--- src/rtl/core/assert_macros.svh ---
// Assertion helpers shared by the RTL files.
`ifndef ASSERT_MACROS_SVH
`define ASSERT_MACROS_SVH

// Concurrent assertion on an explicit clock and active-low reset.
`define ASSERT_RST(label, clk, rst_n, prop) \
  label: assert property (@(posedge clk) disable iff (!rst_n) prop) \
    else $error("assertion failed");

// Same, on the block clock clk_i and reset rst_ni.
`define ASSERT_CLK(label, prop) `ASSERT_RST(label, clk_i, rst_ni, prop)

`endif

--- src/rtl/core/lires_pkg.sv ---
`timescale 1ns / 1ps

package lires_pkg;

  localparam int LANES       = 8;
  localparam int SAMPLE_BITS = 24;
  localparam int RATE_BITS   = 20;
  localparam int PHASE_BITS  = 19;
  localparam int CH_BITS     = 4;
  localparam int SKIP_BITS   = 3;
  localparam int CFG_IDX_BITS = 2;

  localparam logic [RATE_BITS-1:0] MAX_RATE       = RATE_BITS'(1 << 19);
  localparam logic [RATE_BITS-1:0] RST_INPUT_RATE  = RATE_BITS'(48000);
  localparam logic [RATE_BITS-1:0] RST_OUTPUT_RATE = RATE_BITS'(48000);
  localparam logic [CH_BITS-1:0]   RST_ACTIVE_CH   = CH_BITS'(2);

  // register indexes of the configuration port
  localparam logic [CFG_IDX_BITS-1:0] CFG_INPUT_RATE  = CFG_IDX_BITS'(0);
  localparam logic [CFG_IDX_BITS-1:0] CFG_OUTPUT_RATE = CFG_IDX_BITS'(1);
  localparam logic [CFG_IDX_BITS-1:0] CFG_ACTIVE_CH   = CFG_IDX_BITS'(2);

  typedef logic [SAMPLE_BITS-1:0] smp_t;
  typedef smp_t [LANES-1:0] smp_arr_t;

  typedef struct packed {
    logic signed [SAMPLE_BITS-1:0] sample_7;
    logic signed [SAMPLE_BITS-1:0] sample_6;
    logic signed [SAMPLE_BITS-1:0] sample_5;
    logic signed [SAMPLE_BITS-1:0] sample_4;
    logic signed [SAMPLE_BITS-1:0] sample_3;
    logic signed [SAMPLE_BITS-1:0] sample_2;
    logic signed [SAMPLE_BITS-1:0] sample_1;
    logic signed [SAMPLE_BITS-1:0] sample_0;
  } in_frame_t;

  typedef struct packed {
    logic signed [SAMPLE_BITS-1:0] out_7;
    logic signed [SAMPLE_BITS-1:0] out_6;
    logic signed [SAMPLE_BITS-1:0] out_5;
    logic signed [SAMPLE_BITS-1:0] out_4;
    logic signed [SAMPLE_BITS-1:0] out_3;
    logic signed [SAMPLE_BITS-1:0] out_2;
    logic signed [SAMPLE_BITS-1:0] out_1;
    logic signed [SAMPLE_BITS-1:0] out_0;
    logic                          last_of_run;
  } out_frame_t;

  // controller to merge stage
  typedef struct packed {
    logic load;
    logic last;
  } mrg_ctrl_t;

  function automatic smp_arr_t in_to_arr(in_frame_t f);
    smp_arr_t a;
    a[0] = f.sample_0;
    a[1] = f.sample_1;
    a[2] = f.sample_2;
    a[3] = f.sample_3;
    a[4] = f.sample_4;
    a[5] = f.sample_5;
    a[6] = f.sample_6;
    a[7] = f.sample_7;
    return a;
  endfunction

  function automatic out_frame_t arr_to_out(smp_arr_t a, logic last);
    out_frame_t f;
    f.out_0       = a[0];
    f.out_1       = a[1];
    f.out_2       = a[2];
    f.out_3       = a[3];
    f.out_4       = a[4];
    f.out_5       = a[5];
    f.out_6       = a[6];
    f.out_7       = a[7];
    f.last_of_run = last;
    return f;
  endfunction

endpackage

--- src/rtl/core/lires_div.sv ---
`timescale 1ns / 1ps
`include "assert_macros.svh"

// Restoring divider, one quotient bit per cycle:
// quot = floor(dividend * 2^FRAC_BITS / divisor), dividend < divisor.
module lires_div #(
  parameter int FRAC_BITS = 16
) (
  input  logic                             clk_i,
  input  logic                             rst_ni,
  input  logic                             start_i,
  input  logic [lires_pkg::RATE_BITS-1:0]  dividend_i,
  input  logic [lires_pkg::RATE_BITS-1:0]  divisor_i,
  output logic [FRAC_BITS-1:0]             quot_o,
  output logic                             done_o
);

  localparam int RB = lires_pkg::RATE_BITS;
  localparam int CW = $clog2(FRAC_BITS + 1);

  logic          busy_q, done_q;
  logic [CW-1:0] cnt_q;
  logic [RB-1:0] rem_q;
  logic [FRAC_BITS-1:0] quot_q;
  logic [RB:0]   trial;
  logic          fits;

  assign trial = {rem_q, 1'b0};
  assign fits  = trial >= {1'b0, divisor_i};

  always_ff @(posedge clk_i or negedge rst_ni) begin
    if (!rst_ni) begin
      busy_q <= 1'b0;
      done_q <= 1'b0;
      cnt_q  <= '0;
    end else begin
      done_q <= 1'b0;
      if (start_i) begin
        busy_q <= 1'b1;
        cnt_q  <= CW'(FRAC_BITS);
      end else if (busy_q) begin
        cnt_q <= cnt_q - 1'b1;
        if (cnt_q == CW'(1)) begin
          busy_q <= 1'b0;
          done_q <= 1'b1;
        end
      end
    end
  end

  always_ff @(posedge clk_i) begin
    if (start_i) begin
      rem_q  <= dividend_i;
      quot_q <= '0;
    end else if (busy_q) begin
      // remainder stays below the divisor, so the top bit drops out
      rem_q  <= fits ? RB'(trial - {1'b0, divisor_i}) : trial[RB-1:0];
      quot_q <= {quot_q[FRAC_BITS-2:0], fits};
    end
  end

  assign quot_o = quot_q;
  assign done_o = done_q;

  `ASSERT_CLK(a_div_no_restart, start_i |-> !busy_q)

endmodule

--- config.mk ---
export PLATFORM = sky130hd
export DESIGN_NAME = lires_div
export DESIGN_NICKNAME = d
export VERILOG_FILES = /design/src/rtl/core/lires_pkg.sv /design/src/rtl/core/lires_div.sv
export VERILOG_INCLUDE_DIRS = /design/src /design/src/rtl/core
export SDC_FILE = /design/constraint.sdc
export NUM_CORES = 1
export LEC_CHECK = 0
export BUFFER_PORTS_ARGS = -buffer_cell sky130_fd_sc_hd__buf_2
export CAP_MARGIN = 30
export CORE_MARGIN = 2
export CORE_UTILIZATION = 45
export CTS_BUF_LIST = sky130_fd_sc_hd__clkbuf_16
export DETAILED_ROUTE_END_ITERATION = 8
export PLACE_DENSITY = 0.66
export SLEW_MARGIN = 0
export SYNTH_ARGS = -nofsm -noshare
export SYNTH_HDL_FRONTEND = slang
export SYNTH_SLANG_ARGS = --single-unit
--- constraint.sdc ---
create_clock -name clk_i -period 5.95 [get_ports clk_i]
set_input_delay 1.19 -clock clk_i [delete_from_list [all_inputs] [get_ports clk_i]]
set_output_delay 1.19 -clock clk_i [all_outputs]
set_load 0.02 [all_outputs]
==> flow_metrics.env <==
export IMPL_run_status="complete, but fails checks"
export IMPL_failed_checks="design-rule violations"
export IMPL_count_of_routing_violations_after_the_opening_detailed_route_iteration=79
export IMPL_setup_worst_path_class="in -> reg"
export IMPL_final_antenna_net_count=0
export IMPL_htree_num_levels=2
export IMPL_synth_top_flop_cell="sky130_fd_sc_hd__edfxtp_1"
export IMPL_grt_usage_pct=17.6
export IMPL_async_set_or_reset_flop_fraction_in_the_synthesized_netlist_pct=16.3
export IMPL_worstHoldPathType="reg -> reg"
export IMPL_combinational_share_of_power_pct=56.3
export IMPL_synth_area_per_cell_um2=10.1
export IMPL_cts_inserted_buffers=5
export IMPL_layout_commonest_cell="sky130_fd_sc_hd__buf_2"
export IMPL_final_hpwl_from_detailed_placement_mm=4.43
export IMPL_power_density_mw_per_mm2=503
export IMPL_gp_congestion=0.805
export IMPL_setup_reg_to_reg_worst_slack_ps=2480
export IMPL_grt_start_max_net_pins=54
export IMPL_fin_crit_sh_pct=69.4
export IMPL_post_synth_cell_types=49
export IMPL_totalNegativeSetupSlack_ps=0
export IMPL_final_fill_count=591
export IMPL_slew_viol_final=0
export IMPL_power_switching_fraction_pct=37.1
export IMPL_drt_vias_per_instance=5.39
export IMPL_hold_violations=0
export IMPL_synth_nets=363
export IMPL_grt_total_ovfl=0
export IMPL_power_switching_mw=0.658
export IMPL_required_ps=5990
export IMPL_cellLeakagePower_nw=1.77
export IMPL_clock_latency_reported_for_the_late_side_of_the_worst_skew_pair_ps=290
export IMPL_critPathMaxFanout=17
export IMPL_worstMarginPinSlew_ps=569
export IMPL_holdBufCountCts=0
export IMPL_std_cell_rows=29
export IMPL_hp_start="quot_o[15]"
export IMPL_worst_r2r_path_depth=10
export IMPL_synth_seq_cells=43
export IMPL_ir_worst_vdd_mv=0.232
export IMPL_critPathBufInv=3
export IMPL_cp_data_arrival_time_ps=4170
export IMPL_power_share_sequential_pct=27.5
export IMPL_final_setup_skew_ps=6.14
export IMPL_tritoncts="yes"
export IMPL_totalWireLength_mm=6.02
export IMPL_placeableCoreArea_mm2=0.00642
export IMPL_critPathSlowestCell="sky130_fd_sc_hd__a221o_1"
export IMPL_starting_utilization_of_the_core_area_pct=46.9
export IMPL_largest_buffer_count_on_any_clock_path=2
export IMPL_buffer_ports_inserted=59
export IMPL_crit_chain="buf_2 > inv_1 > ha_1 > nor2b_1 > o31a_1 > o32a_1 > a221o_1 > a21oi_2 > o311ai_4 > buf_4 > mux2_4 > mux2_2"
export IMPL_drv_max_cap_violation_count=0
export IMPL_whs_path_depth=2
export IMPL_fin_crit_ps=4130
export IMPL_post_cts_resize_count=0
export IMPL_end_kind="register"
export IMPL_maxClockFrequency_mhz=242
export IMPL_route_vias_total=2311
export IMPL_finish_net_count=417
export IMPL_grt_first_pass_wirelength_mm=10.5
export IMPL_drive_above_1_share_pct=28.7
export IMPL_ios=60
export IMPL_cts_setup_buffers=0
export IMPL_grt_antenna_before_repair=0
export IMPL_syn_to_final_growth_pct=17.3
export IMPL_power_total_mw=1.77
export IMPL_die_height_um=85.8
export IMPL_holdPathEnd="quot_o[15]"
export IMPL_yosysWarningCount=0
export IMPL_finalSetupViolations=0
export IMPL_diodes_inserted=0
export IMPL_critical_path_reg2reg_startpoint="rem_q[2]"
export IMPL_postSynthCellCount=297
export IMPL_syn_cell_area_mm2=0.00301
export IMPL_first_global_vias=2275
export IMPL_cts_sinks=43
export IMPL_cts_clk_slew_worst_paths_ps=70
export IMPL_clock_root_buffer="sky130_fd_sc_hd__clkbuf_16"
export IMPL_die_width_um=85.8
export IMPL_slew_limit_headroom_pct=62.1
export IMPL_crit_start_category="input pin"
export IMPL_critical_path_max_stage_delay_ps=460
export IMPL_pwr_share_clk_pct=16.2
export IMPL_dieArea_mm2=0.00736
export IMPL_yosysSeqAreaShare_pct=36.4
export IMPL_intPower_mw=1.12
export IMPL_final_cell_mix="sky130_fd_sc_hd__buf_2, sky130_fd_sc_hd__nor2_1, sky130_fd_sc_hd__inv_1, sky130_fd_sc_hd__ha_1"
export IMPL_detail_route_drc_violations=4
export IMPL_critical_path_top_delay_family="compound AO/OA/AOI/OAI gates"
export IMPL_rsz0062_at_grt="false"
export IMPL_synth_edff_count=20
export IMPL_routed_wire_length_per_instance_um=14.0
export IMPL_r2r_end="rem_q[6]"
export IMPL_drt_pass1_iter_count=7
## layout make-up
| cell class | instances | area (um2) | area share, % |
|---|---|---|---|
| inverters | 24 | 90.1 | 2.55 |
| clock inverters | 3 | 26.3 | 0.744 |
| well taps | 77 | 96.3 | 2.73 |
| flip-flops and latches | 43 | 1100 | 31.1 |
| clock buffers | 5 | 125 | 3.54 |
| repair buffers | 62 | 338 | 9.57 |
| multi-input cells | 215 | 1760 | 49.8 |
## stage by stage
step / utilization, % / setup WS (ps) / hold slack (ps) / area [um2] / std cells
2_1_floorplan: - / 1950 / 485 / 3010 / 297
3_3_place_gp: 52.1 / 1580 / 472 / 3340 / 419
3_5_place_dp: 52.3 / 1530 / 486 / 3360 / 420
4_1_cts: 54.6 / 1820 / 505 / 3510 / 428
5_1_grt: 55.0 / 1700 / 552 / 3530 / 429
6_report: 55.0 / 1820 / 496 / 3530 / 429
## sequential cells by signal, indices dropped and copies added, names as in the netlist
name    cells
done_o      1
cnt_q       5
rem_q      20
quot_o     16
busy_q      1
## worst register-to-register path, delay by kind of cell, from the launching register on
family	cells	cell delay, ps
buffers and inverters	1	380
DFF	1	400
AOI/OAI and AO/OA	6	1440
muxes	2	640
adders and majority gates	1	370
## cell families (layout without fill, tap and decap cells)
logic type,count (synthesis),in the layout,synth area share [%]
AOI/OAI and AO/OA,59,59,14.6
xor gates and xnor gates,19,19,5.53
adders and majority gates,23,23,9.81
buffers and inverters,39,94,5.16
DFF,43,43,36.4
muxes,45,45,17.0
and+or+nand+nor,69,69,11.5
## worst max-delay path by stage
stage / cells past startpoint / from / endpoint / slack (ps)
5_1_grt: 12 / divisor_i[3] / rem_q[5] / 1700
4_1_cts: 12 / divisor_i[1] / rem_q[12] / 1820
3_5_place_dp: 12 / divisor_i[1] / rem_q[12] / 1530
3_3_place_gp: 12 / divisor_i[1] / rem_q[14] / 1580
2_1_floorplan: 11 / divisor_i[1] / rem_q[10] / 1950
6_report: 12 / divisor_i[1] / rem_q[14] / 1820
## routing by layer
metal | track usage, % | part of all wire [%]
met4 | 5.34 | 1.5
met2 | 29.0 | 46
met3 | 3.95 | 5.1
met1 | 23.0 | 47
met5 | 0 | 0
## cell usage after synthesis, types with 4 or more instances
cell type	count	area, um2
sky130_fd_sc_hd__xnor2_1	12	105
sky130_fd_sc_hd__nor2_1	27	101
sky130_fd_sc_hd__a21oi_1	8	40.0
sky130_fd_sc_hd__a21o_1	12	90.1
sky130_fd_sc_hd__mux2_4	8	120
sky130_fd_sc_hd__edfxtp_1	20	601
sky130_fd_sc_hd__nand3_1	8	40.0
sky130_fd_sc_hd__clkbuf_1	11	41.3
sky130_fd_sc_hd__xor2_1	7	61.3
sky130_fd_sc_hd__dfrtp_1	7	175
sky130_fd_sc_hd__o21ai_0	9	45.0
sky130_fd_sc_hd__nand2b_1	5	31.3
sky130_fd_sc_hd__ha_1	22	275
sky130_fd_sc_hd__dfxtp_1	16	320
sky130_fd_sc_hd__nand2_1	8	30.0
sky130_fd_sc_hd__nor3b_1	4	30.0
sky130_fd_sc_hd__mux2i_1	20	200
sky130_fd_sc_hd__o21a_1	6	45.0
sky130_fd_sc_hd__inv_1	24	90.1
sky130_fd_sc_hd__mux2_2	17	191
sky130_fd_sc_hd__a31oi_1	4	25.0
sky130_fd_sc_hd__a221o_1	4	40.0
## power by group through the flow
stage	combinational [mW]	clock, mW	sequential [mW]
after global placement	0.975	0	0.498
after CTS	0.998	0.292	0.489
after detailed placement	0.992	0	0.495
after floorplan	0.835	0	0.480
after global routing	1.11	0.304	0.501
final	0.999	0.287	0.488
Note: power is estimated with default switching activity, not from simulation.
