$ cat config.mk
export PLATFORM = sky130hd
export DESIGN_NAME = lires_lane
export DESIGN_NICKNAME = d
export VERILOG_FILES = /design/src/rtl/core/assert_macros.svh /design/src/rtl/core/lires_pkg.sv /design/src/rtl/core/lires_lane.sv
export SDC_FILE = /design/constraint.sdc
export NUM_CORES = 1
export LEC_CHECK = 0
export CAP_MARGIN = 20
export CORE_MARGIN = 3
export CORE_UTILIZATION = 45
export DETAILED_ROUTE_END_ITERATION = 16
export DONT_BUFFER_PORTS = 1
export REMOVE_ABC_BUFFERS = 1
export SKIP_LAST_GASP = 1
export SLEW_MARGIN = 20
export SYNTH_ARGS = -nofsm -noshare
export SYNTH_HDL_FRONTEND = slang
export SYNTH_SLANG_ARGS = --single-unit
$ cat constraint.sdc
create_clock -name clk_i -period 8 [get_ports clk_i]
set_input_delay 1.2 -clock clk_i [delete_from_list [all_inputs] [get_ports clk_i]]
set_output_delay 1.2 -clock clk_i [all_outputs]
set_load 0.1 [all_outputs]
$ cat src/rtl/core/assert_macros.svh
// Assertion helpers shared by the RTL files.
`ifndef ASSERT_MACROS_SVH
`define ASSERT_MACROS_SVH

// Concurrent assertion on an explicit clock and active-low reset.
`define ASSERT_RST(label, clk, rst_n, prop) \
  label: assert property (@(posedge clk) disable iff (!rst_n) prop) \
    else $error("assertion failed");

// Same, on the block clock clk_i and reset rst_ni.
`define ASSERT_CLK(label, prop) `ASSERT_RST(label, clk_i, rst_ni, prop)

`endif

$ cat src/rtl/core/lires_pkg.sv
`timescale 1ns / 1ps

package lires_pkg;

  localparam int LANES       = 8;
  localparam int SAMPLE_BITS = 24;
  localparam int RATE_BITS   = 20;
  localparam int PHASE_BITS  = 19;
  localparam int CH_BITS     = 4;
  localparam int SKIP_BITS   = 3;
  localparam int CFG_IDX_BITS = 2;

  localparam logic [RATE_BITS-1:0] MAX_RATE       = RATE_BITS'(1 << 19);
  localparam logic [RATE_BITS-1:0] RST_INPUT_RATE  = RATE_BITS'(48000);
  localparam logic [RATE_BITS-1:0] RST_OUTPUT_RATE = RATE_BITS'(48000);
  localparam logic [CH_BITS-1:0]   RST_ACTIVE_CH   = CH_BITS'(2);

  // register indexes of the configuration port
  localparam logic [CFG_IDX_BITS-1:0] CFG_INPUT_RATE  = CFG_IDX_BITS'(0);
  localparam logic [CFG_IDX_BITS-1:0] CFG_OUTPUT_RATE = CFG_IDX_BITS'(1);
  localparam logic [CFG_IDX_BITS-1:0] CFG_ACTIVE_CH   = CFG_IDX_BITS'(2);

  typedef logic [SAMPLE_BITS-1:0] smp_t;
  typedef smp_t [LANES-1:0] smp_arr_t;

  typedef struct packed {
    logic signed [SAMPLE_BITS-1:0] sample_7;
    logic signed [SAMPLE_BITS-1:0] sample_6;
    logic signed [SAMPLE_BITS-1:0] sample_5;
    logic signed [SAMPLE_BITS-1:0] sample_4;
    logic signed [SAMPLE_BITS-1:0] sample_3;
    logic signed [SAMPLE_BITS-1:0] sample_2;
    logic signed [SAMPLE_BITS-1:0] sample_1;
    logic signed [SAMPLE_BITS-1:0] sample_0;
  } in_frame_t;

  typedef struct packed {
    logic signed [SAMPLE_BITS-1:0] out_7;
    logic signed [SAMPLE_BITS-1:0] out_6;
    logic signed [SAMPLE_BITS-1:0] out_5;
    logic signed [SAMPLE_BITS-1:0] out_4;
    logic signed [SAMPLE_BITS-1:0] out_3;
    logic signed [SAMPLE_BITS-1:0] out_2;
    logic signed [SAMPLE_BITS-1:0] out_1;
    logic signed [SAMPLE_BITS-1:0] out_0;
    logic                          last_of_run;
  } out_frame_t;

  // controller to merge stage
  typedef struct packed {
    logic load;
    logic last;
  } mrg_ctrl_t;

  function automatic smp_arr_t in_to_arr(in_frame_t f);
    smp_arr_t a;
    a[0] = f.sample_0;
    a[1] = f.sample_1;
    a[2] = f.sample_2;
    a[3] = f.sample_3;
    a[4] = f.sample_4;
    a[5] = f.sample_5;
    a[6] = f.sample_6;
    a[7] = f.sample_7;
    return a;
  endfunction

  function automatic out_frame_t arr_to_out(smp_arr_t a, logic last);
    out_frame_t f;
    f.out_0       = a[0];
    f.out_1       = a[1];
    f.out_2       = a[2];
    f.out_3       = a[3];
    f.out_4       = a[4];
    f.out_5       = a[5];
    f.out_6       = a[6];
    f.out_7       = a[7];
    f.last_of_run = last;
    return f;
  endfunction

endpackage

$ cat src/rtl/core/lires_lane.sv
`timescale 1ns / 1ps

// One channel: y = prev + floor((cur - prev) * frac / 2^FRAC_BITS), wrapped
// to the sample width. Two register stages, multiply then add.
module lires_lane #(
  parameter int FRAC_BITS = 16
) (
  input  logic                    clk_i,
  input  logic                    rst_ni,
  input  logic                    start_i,
  input  lires_pkg::smp_t         cur_i,
  input  lires_pkg::smp_t         prev_i,
  input  logic [FRAC_BITS-1:0]    frac_i,
  output logic                    done_o,
  output lires_pkg::smp_t         y_o
);

  localparam int SB = lires_pkg::SAMPLE_BITS;
  localparam int PW = SB + FRAC_BITS + 2;

  logic signed [SB:0]   diff;
  logic signed [PW-1:0] prod_q;
  logic signed [PW-1:0] shifted;
  lires_pkg::smp_t      y_d, y_q;
  logic                 v1_q, v2_q;

  assign diff = $signed({cur_i[SB-1], cur_i}) - $signed({prev_i[SB-1], prev_i});

  always_ff @(posedge clk_i) begin
    prod_q <= PW'(diff) * PW'($signed({1'b0, frac_i}));
  end

  // arithmetic shift floors toward minus infinity
  assign shifted = prod_q >>> FRAC_BITS;
  assign y_d     = prev_i + shifted[SB-1:0];

  always_ff @(posedge clk_i) begin
    y_q <= y_d;
  end

  always_ff @(posedge clk_i or negedge rst_ni) begin
    if (!rst_ni) begin
      v1_q <= 1'b0;
      v2_q <= 1'b0;
    end else begin
      v1_q <= start_i;
      v2_q <= v1_q;
    end
  end

  assign done_o = v2_q;
  assign y_o    = y_q;

endmodule

==> results of run 1 <==
registers in the layout (all words and copies together), names as in the netlist:
register	flops
y_o	24
prod_q	24
v1_q	1
done_o	1
cells by family (layout without fill, tap and decap cells):
group                      count (synthesis)  after routing
muxes                                     32             32
adders and majority gates                522            522
buffers and inverters                    575            739
AOI/OAI and AO/OA                        169            169
DFF                                       50             50
and+or+nand+nor                          563            563
xor gates and xnor gates                  80             80
routing by layer:
layer / wire length, um / track usage
met5: 0 / 0
met3: 1760 / 0.0295
met2: 23200 / 0.420
met4: 1710 / 0.0730
met1: 19400 / 0.296
worst max-delay path, delay by kind of cell:
family / cells / cell delay [ns]
adder cells (fa/ha/maj): 8 / 3.37
AO/OA/AOI/OAI: 10 / 2.14
AND/OR/NAND/NOR: 6 / 0.89
buffers and inverters: 9 / 0.75
XOR/XNOR: 1 / 0.12
worst max path at each step:
stage	slack, ns	from	to	depth (start not counted)
after global placement	-1.29	prev_i[1]	prod_q[36]$_DFF_P_	34
after global routing	-0.53	prev_i[11]	prod_q[33]$_DFF_P_	31
final	-0.31	prev_i[2]	prod_q[33]$_DFF_P_	34
after detailed placement	-1.27	prev_i[1]	prod_q[36]$_DFF_P_	34
after floorplan	-0.63	prev_i[10]	prod_q[39]$_DFF_P_	30
after CTS	-0.27	cur_i[0]	prod_q[38]$_DFF_P_	33
cell type report:
| class | count | area, um^2 | share of cell area |
|---|---|---|---|
| Sequential cell | 50 | 1010 | 0.0489 |
| Tap cell | 511 | 639 | 0.0309 |
| Clock buffer | 6 | 139 | 0.00672 |
| Timing Repair Buffer | 239 | 1950 | 0.0941 |
| Inverter | 492 | 1860 | 0.0900 |
| Multi-Input combinational cell | 1366 | 15000 | 0.726 |
| Clock inverter | 2 | 60.1 | 0.00291 |
metrics by stage:
stage                util  setup slack (ns)  std cells  area (um^2)  hold WS (ns)
floorplan               -            -0.625       1908        17200         0.331
global placement    0.510             -1.29       2623        19400         0.345
detailed placement  0.510             -1.27       2623        19400         0.343
CTS                 0.531            -0.274       2645        20200         0.369
global route        0.544            -0.527       2666        20700         0.379
finish              0.544            -0.306       2666        20700         0.363
cells in the final DEF (no fill, tap or decap), types with 6 or more instances in the layout:
cell	synthesis	final
buf_12	0	7
nor3_1	16	13
nand3_1	11	9
nand2_1	265	260
and2_4	0	7
inv_1	490	472
a21oi_2	0	13
nor2b_1	27	24
fa_2	0	23
mux2i_1	15	13
nand2b_1	14	14
buf_6	2	15
buf_4	1	216
dfxtp_1	48	48
ha_1	144	125
o21ai_0	24	12
nor2_1	44	39
and2_1	146	139
ha_4	0	17
a21o_1	29	29
fa_1	373	350
o21ai_2	0	7
inv_2	0	16
mux2_2	14	13
xor2_1	22	20
o21a_1	17	17
xnor2_1	58	57
and3_1	6	6
a21oi_1	48	32
repair_timing:
item / in CTS / in global routing
gates cloned: 1 / 0
resized for setup: 112 / 88
pin swaps: 73 / 107
setup endpoints to repair: 22 / 22
setup buffers: 16 / 21
==> flow_summary.yaml, run 1 <==
yosys:
  netlist_area_um2: 17500
  synth_fa_ha_area_frac: 0.533
  ys_seq_area_frac: 0.0578
  yosys-top-cells-count: "490 x inv_1, 373 x fa_1, 265 x nand2_1"
  synth_mux_area_frac: 0.0195
  synthTopCellsByArea: "fa_1 43%, inv_1 11%, ha_1 10%, nand2_1 5.7%, dfxtp_1 5.5%"
  async_flop_share: 0.0400
  yosysUniqueCellTypes: 66
  synth.most_common_cell: "inv_1"
  synth_compound_area_frac: 0.0660
  netlist.area_leader.share: 0.427
  synth-simple-area-share: 0.159
  yosys_warnings: 0
  synth_seq_cells: 50
  synth_top_family_by_area: "adder cells"
  synth-xor-area-share: 0.0401
  synth_edf_count: 0
  synth.avg_cell_area_um2: 8.78
  synthCells: 1991
  synth_top_cell_by_area: "fa_1"
  ys.flop_type: "dfxtp_1"
setup_path:
  r2r_cells: 12
  worstPathRequired_ns: 8.19
  reg2reg_setup_slack_ns: 4.93
  cp-end-kind: "register"
  worst_path_max_delay_cell: "fa_1"
  cp_max_fo: 5
  arrival_ns: 8.50
  critPathMaxStageDelay_ns: 0.54
  crit_path_frequent_cell: "fa_1"
  r2r_end: "y_o[22]$_DFF_P_"
  crit_type: "input port to register"
  r2r-start: "prod_q[16]$_DFF_P_"
  start_kind: "input port"
clocking:
  worstSkewPairLatency_ns: 0.30
  cts_tree: "built"
  holdBufCountCts: 0
  clkTransAtPathRegs_ns: 0.07
  cts_buffer_depth: 2
  numCtsBuffers: 5
  root_buffer: "clkbuf_16"
  cts_htree_levels: 2
  cts_sinks: 50
timing:
  timing.final.crit_period_ns: 8.31
  hold_viol: 0
  relSlewSlack: 0.359
  rsz0062_at_grt: "yes"
  tightest_slew_ns: 0.960
  skew_ns: 0.00483
  max_freq_ghz: 0.120
  report.final.slew_viol_count: 0
  timing.setup.tns_ns: -2.38
  period_share: 1.04
  timing.final.ws_setup_ns: -0.306
  setup_viol: 14
min_path:
  min_to: "done_o$_DFF_PN0_"
  hold_path_class: "register to register"
  hp-start: "v1_q$_DFF_PN0_"
  whs_path_depth: 0
drt:
  viasPerCell: 5.04
  ant_nets: 0
  routed_wl_um: 46100
  first_pass_iters: 4
  wl_per_cell_um: 17.3
  first_iter_violations: 625
  drc_errors: 0
  num_vias: 13437
global_route:
  grt_util_all_layers: 0.234
  grt_pass1_vias: 14954
  grt_first_pass_wirelength_um: 76900
  antenna_found_initial: 0
  grt_max_degree: 29
  overflow: 0
cells_and_area:
  diodes: 0
  nNetsFinal: 2738
  layout-drive-gt1-share: 0.192
  fill_cells: 3583
  syn2layout_area_growth_pct: 18.2
place:
  dp_hpwl_um: 37300
  gp_congestion: 0.892
  numPortBuffers: 0
floorplan:
  die_area_um2: 41300
  core_um2: 38000
  row_count: 71
  fp.dieH_um: 203
  start_util: 0.460
  fp.dieW_um: 203
  io-pin-count: 92
run_status:
  status: "complete, but fails checks"
  violations: "negative setup slack"
run:
  drv_cap: 0
Power of run 1 is left out: the tool's default activity adds up to more than one toggle a clock period on the data nets, which glitch-free logic cannot reach.
==> inputs of run 2 (changes only) <==
--- a/config.mk
+++ b/config.mk
@@ -5,11 +5,13 @@
 export SDC_FILE = /design/constraint.sdc
 export NUM_CORES = 1
 export LEC_CHECK = 0
+export ABC_AREA = 1
 export CAP_MARGIN = 20
 export CORE_MARGIN = 3
 export CORE_UTILIZATION = 45
 export DETAILED_ROUTE_END_ITERATION = 16
 export DONT_BUFFER_PORTS = 1
+export PLACE_DENSITY = 0.69
 export REMOVE_ABC_BUFFERS = 1
 export SKIP_LAST_GASP = 1
 export SLEW_MARGIN = 20
==> run 2 against run 1 <==
Compared with the run above: the flow now finishes without violations; setup slack better by 0.50 ns; die area is 4.3% higher; cell area is 1.7% lower; critical endpoint is now prod_q[34]$_DFF_P_.
==> flow_summary.yaml, run 2 <==
run_status:
  status: "finished, final reports clean"
cells_and_area:
  final_cell_mix: "604 x inv_1, 367 x fa_1, 360 x nand2_1"
  syn2layout_area_growth_pct: 11.3
  layout-drive-gt1-share: 0.116
  nNetsFinal: 3065
  instances_no_fill: 3008
  final_common_cell: "inv_1"
timing:
  timing.final.crit_period_ns: 7.81
  rsz0062_at_grt: "yes"
  period_share: 0.976
  hold_slack_ns: 0.364
  report.final.slew_viol_count: 0
  skew_ns: 0.00636
  setup_viol: 0
  tightest_slew_ns: 0.988
  max_freq_ghz: 0.128
  hold_viol: 0
  relSlewSlack: 0.341
clocking:
  root_buffer: "clkbuf_16"
  clkTransAtPathRegs_ns: 0.07
  cts_htree_levels: 2
  holdBufCountCts: 0
  cts_sinks: 50
  worstSkewPairLatency_ns: 0.29
  cts_buffer_depth: 2
  numCtsBuffers: 5
  cts_tree: "built"
drt:
  viasPerCell: 5.23
  first_iter_violations: 1133
  ant_nets: 0
  routed_wl_um: 58500
  drc_errors: 0
  num_vias: 15717
  first_pass_iters: 6
  wl_per_cell_um: 19.5
place:
  gp_congestion: 0.991
  dp_hpwl_um: 51400
  numPortBuffers: 0
  dp_cells: 2994
yosys:
  synth.most_common_cell: "inv_1"
  async_flop_share: 0.0400
  synth_top_family_by_area: "adder cells"
  synth_edf_count: 0
  netlist.area_leader.share: 0.409
  synthCells: 2359
  synth_compound_area_frac: 0.0561
  netlist_area_um2: 18300
  synth.avg_cell_area_um2: 7.74
  ys_seq_area_frac: 0.0554
  synth_mux_area_frac: 0
  yosys-top-cells-count: "604 x inv_1, 373 x fa_1, 366 x nand2_1"
  yosys_warnings: 0
  synth_top_cell_by_area: "fa_1"
  ys.flop_type: "dfxtp_1"
  synthTopCellsByArea: "fa_1 41%, inv_1 12%, ha_1 9.9%, nand2_1 7.5%, nor2_1 5.5%"
  synth-simple-area-share: 0.211
  synth-xor-area-share: 0.0302
  yosysUniqueCellTypes: 53
  synth_seq_cells: 50
  synth_fa_ha_area_frac: 0.508
global_route:
  grt_max_degree: 26
  antenna_found_initial: 5
  overflow: 0
  grt_util_all_layers: 0.274
  grt_first_pass_wirelength_um: 91400
  grt_pass1_vias: 16854
setup_path:
  crit_type: "input port to register"
  crit_path_frequent_cell: "nand2_1"
  r2r-start: "prod_q[16]$_DFF_P_"
  critPathMaxStageDelay_ns: 0.57
  r2r_end: "y_o[16]$_DFF_P_"
  r2r_cells: 15
  arrival_ns: 7.99
  reg2reg_setup_slack_ns: 5.55
  worstPathRequired_ns: 8.18
  startpoint: "prev_i[2]"
  worst_path_max_delay_cell: "fa_1"
  start_kind: "input port"
  cp_max_fo: 6
  cp-endpoint: "prod_q[34]$_DFF_P_"
  cp-end-kind: "register"
floorplan:
  die_area_um2: 43000
  io-pin-count: 92
  fp.dieW_um: 207
  start_util: 0.457
  core_um2: 39900
  row_count: 73
  fp.dieH_um: 207
run:
  drv_cap: 0
min_path:
  hold_path_class: "register to register"
## run 2: cell count changes after synthesis, sizes merged, moves of 36 or more
cell and change:
nand3 +140, a21oi +36, and2 -145, inv +120, nor2 +247, nand2 +124
xnor2 -36, clkbuf -40
## run 2: per-layer routing
| layer | track usage | vias to the layer above | share of wire |
|---|---|---|---|
| met5 | 0 | - | 0.00072 |
| met4 | 0.141 | 6 | 0.061 |
| met3 | 0.0697 | 184 | 0.091 |
| met2 | 0.446 | 660 | 0.46 |
| met1 | 0.339 | 7626 | 0.39 |
| li1 | - | 7241 | - |
## run 2: final cells by class
cell class / count / area [um^2]
Tap cell: 525 / 657
Timing Repair Buffer: 169 / 1330
Antenna cell: 2 / 5.00
Inverter: 614 / 2300
Sequential cell: 50 / 1010
Multi-Input combinational cell: 1641 / 14900
Clock buffer: 7 / 133
Fill cell: 3912 / 19600
## run 2: logic make-up after synthesis
group,Yosys count
XOR/XNOR,62
adder cells (fa/ha/maj),517
AND/OR/NAND/NOR,883
AO/OA/AOI/OAI,179
buffers and inverters,668
flip-flops,50
## run 2: worst min path at each step
stage	from	end	slack, ns	cells past startpoint
3_3_place_gp	v1_q$_DFF_PN0_	done_o$_DFF_PN0_	0.34	0
5_1_grt	v1_q$_DFF_PN0_	done_o$_DFF_PN0_	0.36	0
3_5_place_dp	v1_q$_DFF_PN0_	done_o$_DFF_PN0_	0.35	0
2_1_floorplan	v1_q$_DFF_PN0_	done_o$_DFF_PN0_	0.33	0
6_report	v1_q$_DFF_PN0_	done_o$_DFF_PN0_	0.36	0
4_1_cts	v1_q$_DFF_PN0_	done_o$_DFF_PN0_	0.37	0
## run 2: metrics by stage
| stage | area [um^2] | utilization | worst slack, ns | setup TNS (ns) |
|---|---|---|---|---|
| final | 20300 | 0.509 | 0.194 | 0 |
| after global routing | 20300 | 0.509 | -0.0450 | -0.0659 |
| after CTS | 20100 | 0.503 | 0.164 | 0 |
| after detailed placement | 20000 | 0.500 | -0.143 | -0.433 |
| after global placement | 20000 | 0.500 | -0.100 | -0.208 |
| after floorplan | 18000 | - | 0.377 | 0 |
## run 2: critical path, delay by kind of cell
kind                     cells  cell delay, ns
AO/OA/AOI/OAI                2            0.38
XOR/XNOR                     1            0.19
adder cells (fa/ha/maj)      8            3.85
buffers and inverters        8            0.69
AND/OR/NAND/NOR             14            1.65
## run 2: timing repair
| action | 4_1_cts | 5_1_grt |
|---|---|---|
| setup endpoints to repair | 0 | 16 |
| hold endpoints to repair | 0 | 0 |
| buffers inserted | 0 | 5 |
| gates resized for setup | 0 | 50 |
Power of run 2 is left out for the same reason.
