--- src/rtl/core/assert_macros.svh ---
// Assertion helpers shared by the RTL files.
`ifndef ASSERT_MACROS_SVH
`define ASSERT_MACROS_SVH

// Concurrent assertion on an explicit clock and active-low reset.
`define ASSERT_RST(label, clk, rst_n, prop) \
  label: assert property (@(posedge clk) disable iff (!rst_n) prop) \
    else $error("assertion failed");

// Same, on the block clock clk_i and reset rst_ni.
`define ASSERT_CLK(label, prop) `ASSERT_RST(label, clk_i, rst_ni, prop)

`endif

--- src/rtl/core/lires_pkg.sv ---
`timescale 1ns / 1ps

package lires_pkg;

  localparam int LANES       = 8;
  localparam int SAMPLE_BITS = 24;
  localparam int RATE_BITS   = 20;
  localparam int PHASE_BITS  = 19;
  localparam int CH_BITS     = 4;
  localparam int SKIP_BITS   = 3;
  localparam int CFG_IDX_BITS = 2;

  localparam logic [RATE_BITS-1:0] MAX_RATE       = RATE_BITS'(1 << 19);
  localparam logic [RATE_BITS-1:0] RST_INPUT_RATE  = RATE_BITS'(48000);
  localparam logic [RATE_BITS-1:0] RST_OUTPUT_RATE = RATE_BITS'(48000);
  localparam logic [CH_BITS-1:0]   RST_ACTIVE_CH   = CH_BITS'(2);

  // register indexes of the configuration port
  localparam logic [CFG_IDX_BITS-1:0] CFG_INPUT_RATE  = CFG_IDX_BITS'(0);
  localparam logic [CFG_IDX_BITS-1:0] CFG_OUTPUT_RATE = CFG_IDX_BITS'(1);
  localparam logic [CFG_IDX_BITS-1:0] CFG_ACTIVE_CH   = CFG_IDX_BITS'(2);

  typedef logic [SAMPLE_BITS-1:0] smp_t;
  typedef smp_t [LANES-1:0] smp_arr_t;

  typedef struct packed {
    logic signed [SAMPLE_BITS-1:0] sample_7;
    logic signed [SAMPLE_BITS-1:0] sample_6;
    logic signed [SAMPLE_BITS-1:0] sample_5;
    logic signed [SAMPLE_BITS-1:0] sample_4;
    logic signed [SAMPLE_BITS-1:0] sample_3;
    logic signed [SAMPLE_BITS-1:0] sample_2;
    logic signed [SAMPLE_BITS-1:0] sample_1;
    logic signed [SAMPLE_BITS-1:0] sample_0;
  } in_frame_t;

  typedef struct packed {
    logic signed [SAMPLE_BITS-1:0] out_7;
    logic signed [SAMPLE_BITS-1:0] out_6;
    logic signed [SAMPLE_BITS-1:0] out_5;
    logic signed [SAMPLE_BITS-1:0] out_4;
    logic signed [SAMPLE_BITS-1:0] out_3;
    logic signed [SAMPLE_BITS-1:0] out_2;
    logic signed [SAMPLE_BITS-1:0] out_1;
    logic signed [SAMPLE_BITS-1:0] out_0;
    logic                          last_of_run;
  } out_frame_t;

  // controller to merge stage
  typedef struct packed {
    logic load;
    logic last;
  } mrg_ctrl_t;

  function automatic smp_arr_t in_to_arr(in_frame_t f);
    smp_arr_t a;
    a[0] = f.sample_0;
    a[1] = f.sample_1;
    a[2] = f.sample_2;
    a[3] = f.sample_3;
    a[4] = f.sample_4;
    a[5] = f.sample_5;
    a[6] = f.sample_6;
    a[7] = f.sample_7;
    return a;
  endfunction

  function automatic out_frame_t arr_to_out(smp_arr_t a, logic last);
    out_frame_t f;
    f.out_0       = a[0];
    f.out_1       = a[1];
    f.out_2       = a[2];
    f.out_3       = a[3];
    f.out_4       = a[4];
    f.out_5       = a[5];
    f.out_6       = a[6];
    f.out_7       = a[7];
    f.last_of_run = last;
    return f;
  endfunction

endpackage

--- src/rtl/core/lires_merge.sv ---
`timescale 1ns / 1ps
`include "assert_macros.svh"

// Gathers the lane results into one output frame, zeroes lanes past the
// active channel count, and holds the frame until the receiver takes it.
module lires_merge (
  input  logic                               clk_i,
  input  logic                               rst_ni,
  input  lires_pkg::mrg_ctrl_t               ctrl_i,
  input  lires_pkg::smp_arr_t                lane_y_i,
  input  logic [lires_pkg::CH_BITS-1:0]      ch_i,
  output logic                               ready_o,
  output logic                               out_valid_o,
  input  logic                               out_stall_i,
  output lires_pkg::out_frame_t              out_data_o
);

  localparam int LN = lires_pkg::LANES;

  lires_pkg::smp_arr_t   masked;
  lires_pkg::out_frame_t data_q;
  logic                  valid_q;

  for (genvar i = 0; i < LN; i++) begin : g_mask
    assign masked[i] = (lires_pkg::CH_BITS'(i) < ch_i) ? lane_y_i[i] : '0;
  end

  assign ready_o = !valid_q || !out_stall_i;

  always_ff @(posedge clk_i or negedge rst_ni) begin
    if (!rst_ni) begin
      valid_q <= 1'b0;
    end else if (ctrl_i.load) begin
      valid_q <= 1'b1;
    end else if (!out_stall_i) begin
      valid_q <= 1'b0;
    end
  end

  always_ff @(posedge clk_i) begin
    if (ctrl_i.load) begin
      data_q <= lires_pkg::arr_to_out(masked, ctrl_i.last);
    end
  end

  assign out_valid_o = valid_q;
  assign out_data_o  = data_q;

  `ASSERT_CLK(a_load_when_free, ctrl_i.load |-> !valid_q || !out_stall_i)

endmodule

--- config.mk ---
export PLATFORM = sky130hd
export DESIGN_NAME = lires_merge
export DESIGN_NICKNAME = d
export VERILOG_FILES = /design/src/rtl/core/lires_pkg.sv /design/src/rtl/core/lires_merge.sv
export VERILOG_INCLUDE_DIRS = /design/src /design/src/rtl/core
export SDC_FILE = /design/constraint.sdc
export NUM_CORES = 1
export LEC_CHECK = 0
export BUFFER_PORTS_ARGS = -buffer_cell sky130_fd_sc_hd__buf_2
export CAP_MARGIN = 10
export CORE_MARGIN = 8
export CORE_UTILIZATION = 38
export CTS_BUF_LIST = sky130_fd_sc_hd__clkbuf_8
export DETAILED_ROUTE_END_ITERATION = 7
export PLACE_DENSITY = 0.7
export SLEW_MARGIN = 5
export SYNTH_ARGS = -nofsm -noshare
export SYNTH_HDL_FRONTEND = slang
export SYNTH_SLANG_ARGS = --single-unit
--- constraint.sdc ---
create_clock -name clk_i -period 0.8 [get_ports clk_i]
set_input_delay 0.04 -clock clk_i [delete_from_list [all_inputs] [get_ports clk_i]]
set_output_delay 0.04 -clock clk_i [all_outputs]
set_load 0.01 [all_outputs]
==> summary.md, run 1 <==
| Metric | Value |
|---|---|
| CORE AREA | `0.0187 mm^2` |
| Outcome | `finished with violations` |
| Post-synthesis compound-gate area fraction | `0.571%` |
| Post-synthesis sequential area ratio | `80.5%` |
| CTS Hold Bufs | `196` |
| Post-place setup slack | `-0.341 ns` |
| DRT Wirelength | `24800 um` |
| I/O Buffers | `395` |
| Number of setup violations in the final report | `195` |
| Most frequent cells in the layout | `buf_2, dlygate4sd3_1, edfxtp_1` |
| Critical path class | `flop to output port` |
| Mux share of post-synthesis cell area | `0%` |
| Rel. slew slack | `72.1%` |
| Post-Synth Adder-Cell Area | `0%` |
| Num CTS Buffers | `17` |
| DRC viols | `0` |
| DR vias | `5898` |
| Final #Nets | `1242` |
| Average size of a mapped cell | `17.4 um^2` |
| Area delta synth->final | `68.9%` |
| Initial antenna violation count | `1` |
| Critical Path AT | `1.06 ns` |
| Worst r2r path cells | `3` |
| Final Cell Area | `0.0122 mm^2` |
| Crit end category | `output port` |
| Worst skew pair latency | `0.46 ns` |
| Final Skew | `0 ns` |
| Max cap viols | `0` |
| Post-Syn Area | `0.00723 mm^2` |
| Worst reg2reg endpoint | `out_valid_o$_DFFE_PN0P_` |
| CTS tree | `built` |
| Vias in the first global route | `6493` |
| Clock Root Buffer | `clkbuf_8` |
| Leading area contributor after synthesis | `edfxtp_1` |
| P_leak | `5.24 nW` |
| Die height | `154 um` |
| Critical path launch point type | `flop` |
| First-pass GRT wire length | `37300 um` |
| 1st-pass router iterations | `4` |
| Xor-xnor portion of the synthesized cell area | `0%` |
| Die Wd | `154 um` |
| Placed instance area | `0.00981 mm^2` |
| Post-layout min period | `1.10 ns` |
| WHS | `-0.0733 ns` |
| H-tree Lvls | `4` |
| Yosys top cell area share | `80.2%` |
| Yosys cell types | `18` |
| HPWL after DPL | `16000 um` |
| Hold path start | `out_stall_i` |
| Final WS setup | `-0.302 ns` |
| Origin of the critical flop-to-flop path | `out_valid_o$_DFFE_PN0P_` |
| Worst EP required | `0.76 ns` |
| Area share of and/or/nand/nor cells after synthesis | `17.5%` |
| Total Routing Usage GR | `20.5%` |
| Top Ports | `396` |
| Slew @ Worst Pin | `0.418 ns` |
| Post-route ant nets | `0` |
| Pin count of the biggest net entering global routing | `49` |
| Synth Instances | `415` |
| Failing checks | `negative hold slack, negative setup slack` |
| Total Die Area | `0.0237 mm^2` |
| Hold Path End | `out_valid_o$_DFFE_PN0P_` |
| Drt wl/cell | `19.2 um` |
| Initial DRC Count | `270` |
| Top cells by area, synth | `edfxtp_1, nor2b_1, and2_1` |
| Syn nets | `616` |
| Final Hold Violating Endpoints | `1` |
| Worst-path clk slew | `0.11 ns` |
| Peak VDD IR | `1060 uV` |
| Synth Warn # | `0` |
| Vias per cell | `4.58` |
| Combinational family with the most area after synthesis | `simple AND/OR/NAND/NOR gates` |
| Layout cells sized above 1 | `44.3%` |
| R2R setup slack | `0.07 ns` |
| Max Clock Freq | `908 MHz` |
| RSZ-0062 raised after global routing | `yes` |
| CTS Buffer Depth | `2` |
| Initial Utilization | `38.6%` |
| HP Class | `input pin to flop` |
| RD Place Congestion | `0.771` |
| PD cells | `1800 mW/mm^2` |
| Commonest non-fill, non-tap cell in the layout | `buf_2` |
| GR Overflow Total | `0` |
| Hold path depth | `4` |
| Slew Limit Fails | `0` |
| # clock sinks | `194` |
| Max Fanout on Critical Path | `2` |
| Period utilisation layout | `138%` |
| Rows | `50` |
| Synthesized flop and latch total | `194` |
## synthesized netlist by cell type
cell type,count
nand2_1,1
a31oi_2,1
buf_2,13
nor2b_1,113
and3_1,24
or3_4,1
a211oi_4,1
and2b_1,7
nor4_4,1
or2_1,1
dfrtp_1,1
and2_1,48
a21oi_2,1
edfxtp_1,193
nand2b_1,1
clkbuf_1,5
buf_4,2
nor3_2,1
## layer usage
metal | track usage (%) | vias to the layer above | share of wire, %
met1 | 21.2 | 2833 | 36
li1 | - | 2721 | -
met3 | 7.32 | 41 | 8.2
met5 | 0 | - | 0
met4 | 7.33 | 0 | 2.3
met2 | 37.6 | 303 | 54
## final cells by class
type	instances	area, um^2
antenna	1	2.50
clock buffer	17	234
clock inverter	15	111
fill	1289	6490
multi-input combinational	201	1340
sequential	194	5820
tap	234	293
timing repair buffer	627	4420
## worst max-delay path, cell delays in order (launching register included)
cell	delay (ns)
dfrtp_1	0.39
nand2_1	0.08
buf_2	0.13
## registers in the layout (all words and copies together) (netlist names)
register and cells:
out_data_o 193, out_valid_o 1
## report_power, final
part	switching, mW	internal (mW)
Sequential	0.254	12.1
Combinational	1.76	2.05
Clock	3.57	2.18
## how the worst max path moves through the flow
stage | start | to
4_1_cts | out_valid_o$_DFFE_PN0P_ | ready_o
3_5_place_dp | ch_i[2] | out_data_o[98]$_SDFFCE_PP0P_
3_3_place_gp | ch_i[2] | out_data_o[100]$_SDFFCE_PP0P_
5_1_grt | out_valid_o$_DFFE_PN0P_ | ready_o
6_report | out_valid_o$_DFFE_PN0P_ | ready_o
2_1_floorplan | ch_i[0] | out_data_o[100]$_SDFFCE_PP0P_
## through the flow
stage	cells	TNS (ns)	utilization [%]	power, mW
after floorplan	415	-11.10	-	13.7
after global routing	1289	-53.95	65.3	22.8
final	1289	-41.99	65.3	22.0
after CTS	1287	-48.38	64.8	22.0
after global placement	1059	-50.78	52.4	15.5
after detailed placement	1059	-53.52	52.4	15.5
## what timing repair did
item                       4_1_cts  5_1_grt
setup endpoints to repair      195      195
buffers inserted                 0        1
gates cloned                     0        0
hold endpoints to repair       199        1
resized for setup                3       17
pin swaps                        0        1
## kinds of logic after synthesis
logic type,Yosys count
simple gates,198
compound gates,3
buf+inv,20
flops,194
Power figures use the tool's default switching activity.
==> run 2, diff against run 1 <==
--- a/config.mk
+++ b/config.mk
@@ -8,10 +8,10 @@
 export LEC_CHECK = 0
 export BUFFER_PORTS_ARGS = -buffer_cell sky130_fd_sc_hd__buf_2
 export CAP_MARGIN = 10
-export CORE_MARGIN = 8
-export CORE_UTILIZATION = 38
+export CORE_AREA = 8 8 146 148
 export CTS_BUF_LIST = sky130_fd_sc_hd__clkbuf_8
 export DETAILED_ROUTE_END_ITERATION = 7
+export DIE_AREA = 0 0 154 156
 export PLACE_DENSITY = 0.7
 export SLEW_MARGIN = 5
 export SYNTH_ARGS = -nofsm -noshare
==> summary.md, run 2 (synthesis results as in run 1) <==
| Metric | Value |
|---|---|
| First-pass GRT wire length | `35800 um (-4.1%)` |
| Max Clock Freq | `905 MHz (-0.36%)` |
| DR vias | `5729 (-2.9%)` |
| Rows | `51 (+2.0%)` |
| CTS Buffer Depth | `2 (unchanged)` |
| Max cap viols | `0 (unchanged)` |
| GR Overflow Total | `0 (unchanged)` |
| DP Cell Count | `1052 (-0.66%)` |
| DRC viols | `0 (unchanged)` |
| Pin count of the biggest net entering global routing | `49 (unchanged)` |
| CORE AREA | `0.0191 mm^2 (+2.0%)` |
| Initial Utilization | `37.9% (-0.76 points)` |
| P_leak | `5.23 nW (-0.32%)` |
| Final WS setup | `-0.306 ns (-0.00394 ns)` |
| # clock sinks | `194 (unchanged)` |
| Drt wl/cell | `19.1 um (-0.95%)` |
| Worst r2r path cells | `3 (unchanged)` |
| Worst EP required | `0.76 ns (about the same)` |
| Slew Limit Fails | `0 (unchanged)` |
| Total Routing Usage GR | `19.6% (-0.96 points)` |
| PD cells | `1840 mW/mm^2 (+2.1%)` |
| Post-place setup slack | `-0.375 ns (-0.0342 ns)` |
| CTS tree | `built` |
| RSZ-0062 raised after global routing | `yes` |
| CTS Hold Bufs | `196 (unchanged)` |
| Critical Path AT | `1.07 ns (about the same)` |
| R2R setup slack | `0.07 ns (about the same)` |
| Initial antenna violation count | `0 (-1)` |
| Cell breakdown of the critical path | `nand2_1 -> buf_2` |
| Number of setup violations in the final report | `195 (unchanged)` |
| Period utilisation layout | `138% (+0.49 points)` |
| Hold path depth | `4 (unchanged)` |
| Post-route ant nets | `0 (unchanged)` |
| Critical Path Slowest Stage Cell | `dfrtp_1` |
| Num CTS Buffers | `17 (unchanged)` |
| Layout cells sized above 1 | `43.9% (-0.40 points)` |
| Total Die Area | `0.0240 mm^2 (+1.4%)` |
| Flip-flop count of the largest register after layout | `193 (unchanged)` |
| Final Skew | `0 ns (unchanged)` |
| Worst skew pair latency | `0.46 ns (about the same)` |
| Diodes inserted | `0 (-1)` |
| Most frequent cells in the layout | `buf_2, dlygate4sd3_1, edfxtp_1` |
| Vias per cell | `4.47 (-2.3%)` |
| Rel. slew slack | `73.5% (+1.4 points)` |
| Cell family with most CP delay | `flip-flops` |
| HPWL after DPL | `16000 um (+0.51%)` |
| Initial DRC Count | `318 (+18%)` |
| DRT Wirelength | `24400 um (-1.6%)` |
| Total power | `22.4 mW (+1.9%)` |
| Failing checks | `negative hold slack, negative setup slack` |
| Crit end category | `output port` |
| H-tree Lvls | `4 (unchanged)` |
| Top Ports | `396 (unchanged)` |
| Placed instance area | `0.00974 mm^2 (-0.66%)` |
| Stages on worst setup path | `2 (unchanged)` |
| Util after Layout | `63.9% (-1.4 points)` |
| Outcome | `finished with violations` |
| WHS | `-0.0502 ns (+0.0231 ns)` |
| HP Class | `input pin to flop` |
| Vias in the first global route | `6400 (-1.4%)` |
| Final #Nets | `1231 (-0.89%)` |
| Critical path launch point type | `flop` |
| Post-layout min period | `1.11 ns (+0.00394 ns)` |
| Finished Layout Cells | `1281 (-0.62%)` |
| Worst path bufs/invs | `1 (unchanged)` |
| Die Wd | `154 um (about the same)` |
| RD Place Congestion | `0.803 (+4.2%)` |
| Slowest stage delay, CP | `0.39 ns (about the same)` |
| I/O Buffers | `395 (unchanged)` |
| 1st-pass router iterations | `5 (+1)` |
| Peak VDD IR | `1090 uV (+3.1%)` |
| Commonest non-fill, non-tap cell in the layout | `buf_2` |
| Area delta synth->final | `68.6%` |
| Critical path class | `flop to output port` |
| Slew @ Worst Pin | `0.397 ns (-0.0215 ns)` |
| Max Fanout on Critical Path | `2 (unchanged)` |
| Worst-path clk slew | `0.11 ns (about the same)` |
| Final Cell Area | `0.0122 mm^2 (-0.18%)` |
| Die height | `156 um (+1.3%)` |
| Final Hold Violating Endpoints | `1 (unchanged)` |
| Clock Root Buffer | `clkbuf_8` |
[run 2: cell types whose count changed in the layout (fill, tap and decap cells not counted), sizes merged]
cell / delta
buf: -11
clkinv: +6
clkinvlp: -5
inv: -2
bufinv: +1
diode: -1
[run 2: layout make-up]
cell class | instances | area [um^2]
fillers | 1298 | 6890
flip-flops and latches | 194 | 5820
well taps | 238 | 298
multi-input cells | 201 | 1340
clock inverters | 15 | 156
repair buffers | 616 | 4350
clock buffers | 17 | 234
[run 2: repair_timing]
item	4_1_cts	5_1_grt
endpoints found under the hold margin	196	1
endpoints found under the setup margin	195	195
setup buffers	0	1
resized for setup	3	16
pin swaps	0	1
[run 2: worst reg2reg max path, stage by stage, from the launching register on]
cell and delay (ns):
dfrtp_1 0.39, nand2_1 0.08, buf_4 0.10, nand2b_1 0.05
[run 2: metrics by stage]
| stage | hold slack [ns] | setup TNS (ns) |
|---|---|---|
| 6_report | -0.0502 | -42.41 |
| 3_5_place_dp | -0.184 | -59.41 |
| 5_1_grt | -0.0724 | -54.68 |
| 2_1_floorplan | -0.256 | -11.10 |
| 4_1_cts | -0.203 | -49.89 |
| 3_3_place_gp | -0.186 | -56.22 |
[run 2: routing by layer]
| layer | vias to the layer above | track usage (%) | part of all wire [%] |
|---|---|---|---|
| li1 | 2701 | - | - |
| met1 | 2684 | 18.9 | 34 |
| met2 | 296 | 36.7 | 54 |
| met3 | 48 | 7.20 | 9.1 |
| met4 | 0 | 8.45 | 2.8 |
| met5 | - | 0 | 0 |
[run 2: worst paths after layout]
path                                         start                      end
setup / recovery           out_valid_o$_DFFE_PN0P_                  ready_o
hold / removal                         out_stall_i  out_valid_o$_DFFE_PN0P_
setup reg to reg           out_valid_o$_DFFE_PN0P_  out_valid_o$_DFFE_PN0P_
hold reg to reg            out_valid_o$_DFFE_PN0P_  out_valid_o$_DFFE_PN0P_
max in group asynchronous                   rst_ni  out_valid_o$_DFFE_PN0P_
min in group asynchronous                   rst_ni  out_valid_o$_DFFE_PN0P_
[run 2: power breakdown]
part           switching [mW]  internal [mW]
clock network            3.65           2.56
registers               0.244           12.1
logic                    1.75           2.02
==> run 3, diff against run 2 <==
--- a/config.mk
+++ b/config.mk
@@ -12,6 +12,7 @@
 export CTS_BUF_LIST = sky130_fd_sc_hd__clkbuf_8
 export DETAILED_ROUTE_END_ITERATION = 7
 export DIE_AREA = 0 0 154 156
+export GPL_TIMING_DRIVEN = 0
 export PLACE_DENSITY = 0.7
 export SLEW_MARGIN = 5
 export SYNTH_ARGS = -nofsm -noshare
==> summary.md, run 3 (synthesis results as in run 1) <==
| Metric | Value |
|---|---|
| Peak VDD IR | `1410 uV (+29%)` |
| Total Routing Usage GR | `18.9% (-0.69 points)` |
| Initial DRC Count | `273 (-14%)` |
| Worst EP required | `0.76 ns (about the same)` |
| Crit end category | `output port` |
| Area delta synth->final | `67.8%` |
| Drt wl/cell | `18.6 um (-2.7%)` |
| Total power | `22.0 mW (-1.6%)` |
| Critical Path Slowest Stage Cell | `dfrtp_1` |
| Slowest stage delay, CP | `0.42 ns (+0.03 ns)` |
| Failing checks | `negative hold slack, negative setup slack` |
| Final WS setup | `-0.287 ns (+0.0181 ns)` |
| Period utilisation layout | `136% (-2.3 points)` |
| I/O Buffers | `395 (unchanged)` |
| PD cells | `1810 mW/mm^2 (-1.2%)` |
| Clock Root Buffer | `clkbuf_8` |
| First-pass GRT wire length | `34600 um (-3.3%)` |
| Max Fanout on Critical Path | `2 (unchanged)` |
| Stages on worst setup path | `2 (unchanged)` |
| Final Hold Violating Endpoints | `2 (+1)` |
| Max Clock Freq | `920 MHz (+1.7%)` |
| Worst path bufs/invs | `1 (unchanged)` |
| Worst reg2reg endpoint | `out_valid_o$_DFFE_PN0P_` |
| GR Overflow Total | `0 (unchanged)` |
| Critical Path AT | `1.05 ns (-0.02 ns)` |
| DR vias | `5649 (-1.4%)` |
| R2R setup slack | `0.14 ns (+0.07 ns)` |
| HPWL after DPL | `15600 um (-2.5%)` |
| Cell family with most CP delay | `flip-flops` |
| Top Ports | `396 (unchanged)` |
| Switching share of power | `25.5% (+0.24 points)` |
| Post-place setup slack | `-0.696 ns (-0.321 ns)` |
| Post-route ant nets | `0 (unchanged)` |
| CP Launch Point | `out_valid_o$_DFFE_PN0P_` |
| Rows | `51 (unchanged)` |
| CTS Hold Bufs | `195 (-0.51%)` |
| HP Class | `input pin to flop` |
| WHS | `-0.148 ns (-0.0981 ns)` |
| Pin count of the biggest net entering global routing | `116 (+140%)` |
| Cell breakdown of the critical path | `nand2_2 -> buf_6` |
| Rel. slew slack | `72.6% (-0.98 points)` |
| Setup TNS | `-41.03 ns (+1.39 ns)` |
| H-tree Lvls | `4 (unchanged)` |
| 1st-pass router iterations | `6 (+1)` |
| Origin of the critical flop-to-flop path | `out_valid_o$_DFFE_PN0P_` |
| Initial Utilization | `37.9% (unchanged)` |
| RD Place Congestion | `0.780 (-2.9%)` |
| CTS Buffer Depth | `2 (unchanged)` |
| Die Wd | `154 um (unchanged)` |
| Vias per cell | `4.41 (-1.4%)` |
| Worst skew pair latency | `0.45 ns (about the same)` |
| DRC viols | `0 (unchanged)` |
| Layout cells sized above 1 | `43.8% (-0.15 points)` |
| RSZ-0062 raised after global routing | `yes` |
| Vias in the first global route | `6107 (-4.6%)` |
| Final Skew | `0 ns (unchanged)` |
| Die height | `156 um (unchanged)` |
| Clock Power Share | `26.8% (-1.0 points)` |
| Final #Nets | `1230 (-0.081%)` |
| Outcome | `finished with violations` |
| # clock sinks | `194 (unchanged)` |
| Slew @ Worst Pin | `0.412 ns (+0.0147 ns)` |
| CORE AREA | `0.0191 mm^2 (unchanged)` |
| Post-layout min period | `1.09 ns (-0.0181 ns)` |
| P_leak | `5.21 nW (-0.41%)` |
| Slew Limit Fails | `0 (unchanged)` |
| CTS tree | `built` |
| Flip-flop count of the largest register after layout | `193 (unchanged)` |
| Commonest non-fill, non-tap cell in the layout | `buf_2` |
| Total Die Area | `0.0240 mm^2 (unchanged)` |
| Number of setup violations in the final report | `195 (unchanged)` |
| Sequential power share | `56.2% (+0.8 points)` |
| DRT Wirelength | `23800 um (-2.7%)` |
| Initial antenna violation count | `0 (unchanged)` |
| Most frequent cells in the layout | `buf_2, dlygate4sd3_1, edfxtp_1` |
| Critical path class | `flop to output port` |
| Switch Pwr | `5.61 mW (-0.69%)` |
| Critical path launch point type | `flop` |
| Internal | `16.4 mW (-2.0%)` |
| Worst-path clk slew | `0.11 ns (about the same)` |
| Combinational power share | `16.9% (about the same)` |
| Worst Setup EP | `ready_o` |
| Max cap viols | `0 (unchanged)` |
| Worst r2r path cells | `2 (-1)` |
| Num CTS Buffers | `17 (unchanged)` |
run 3: changes by cell type in the layout (fill, tap and decap cells not counted), moves of 2 or more:
cell and change:
buf_4 -7, clkbuf_1 +3, buf_12 -9, buf_16 +2, inv_6 +2, clkinv_4 -2, buf_6 +10, buf_2 -2
run 3: final cells by class:
| class | count | area (um^2) |
|---|---|---|
| fillers | 1301 | 6950 |
| flip-flops and latches | 194 | 5820 |
| clock buffers | 17 | 234 |
| well taps | 238 | 298 |
| diodes | 1 | 2.50 |
| clock inverters | 15 | 126 |
| multi-input cells | 201 | 1340 |
| plain buffers | 20 | 189 |
| repair buffers | 595 | 4130 |
run 3: metal layers:
| metal | routed length (um) | track usage [%] | part of all wire, % |
|---|---|---|---|
| met1 | 8130 | 19.1 | 34 |
| met2 | 12800 | 34.4 | 54 |
| met3 | 2390 | 7.76 | 10 |
| met4 | 420 | 6.81 | 1.8 |
| met5 | 0 | 0 | 0 |
run 3: how the worst min path moves through the flow:
stage	start	endpoint	slack, ns	cells after the start
CTS	out_stall_i	out_valid_o$_DFFE_PN0P_	-0.20	3
global placement	rst_ni	out_valid_o$_DFFE_PN0P_	-0.19	1
finish	out_stall_i	out_valid_o$_DFFE_PN0P_	-0.15	3
floorplan	rst_ni	out_valid_o$_DFFE_PN0P_	-0.26	0
detailed placement	rst_ni	out_valid_o$_DFFE_PN0P_	-0.18	1
global route	out_stall_i	out_valid_o$_DFFE_PN0P_	-0.16	3
run 3: per-stage QoR:
| step | util (%) | area (um^2) | std cells |
|---|---|---|---|
| floorplan | - | 7340 | 415 |
| global placement | 50.4 | 9620 | 1048 |
| detailed placement | 50.6 | 9660 | 1049 |
| CTS | 62.8 | 12000 | 1276 |
| global route | 63.6 | 12100 | 1280 |
| finish | 63.6 | 12100 | 1281 |
run 3: tightest hold or removal path, cell delays in order:
cell and delay, ns:
buf_2 0.10, nand2_2 0.06, nand2b_1 0.07
run 3: power groups by stage:
stage          Clock [mW]  Sequential [mW]  Combinational [mW]
2_1_floorplan           0             13.1               0.582
3_3_place_gp            0             12.6                2.78
3_5_place_dp            0             12.6                2.83
4_1_cts              6.07             12.4                3.62
5_1_grt              6.41             12.5                4.00
6_report             5.90             12.4                3.73
run 3: repair_timing:
item                                    CTS  global route
hold endpoints to repair                195            63
pin swaps                                 0             2
buffers inserted                          0             3
cloned                                    0             1
endpoints found under the setup margin  275           275
resized for setup                         4            19
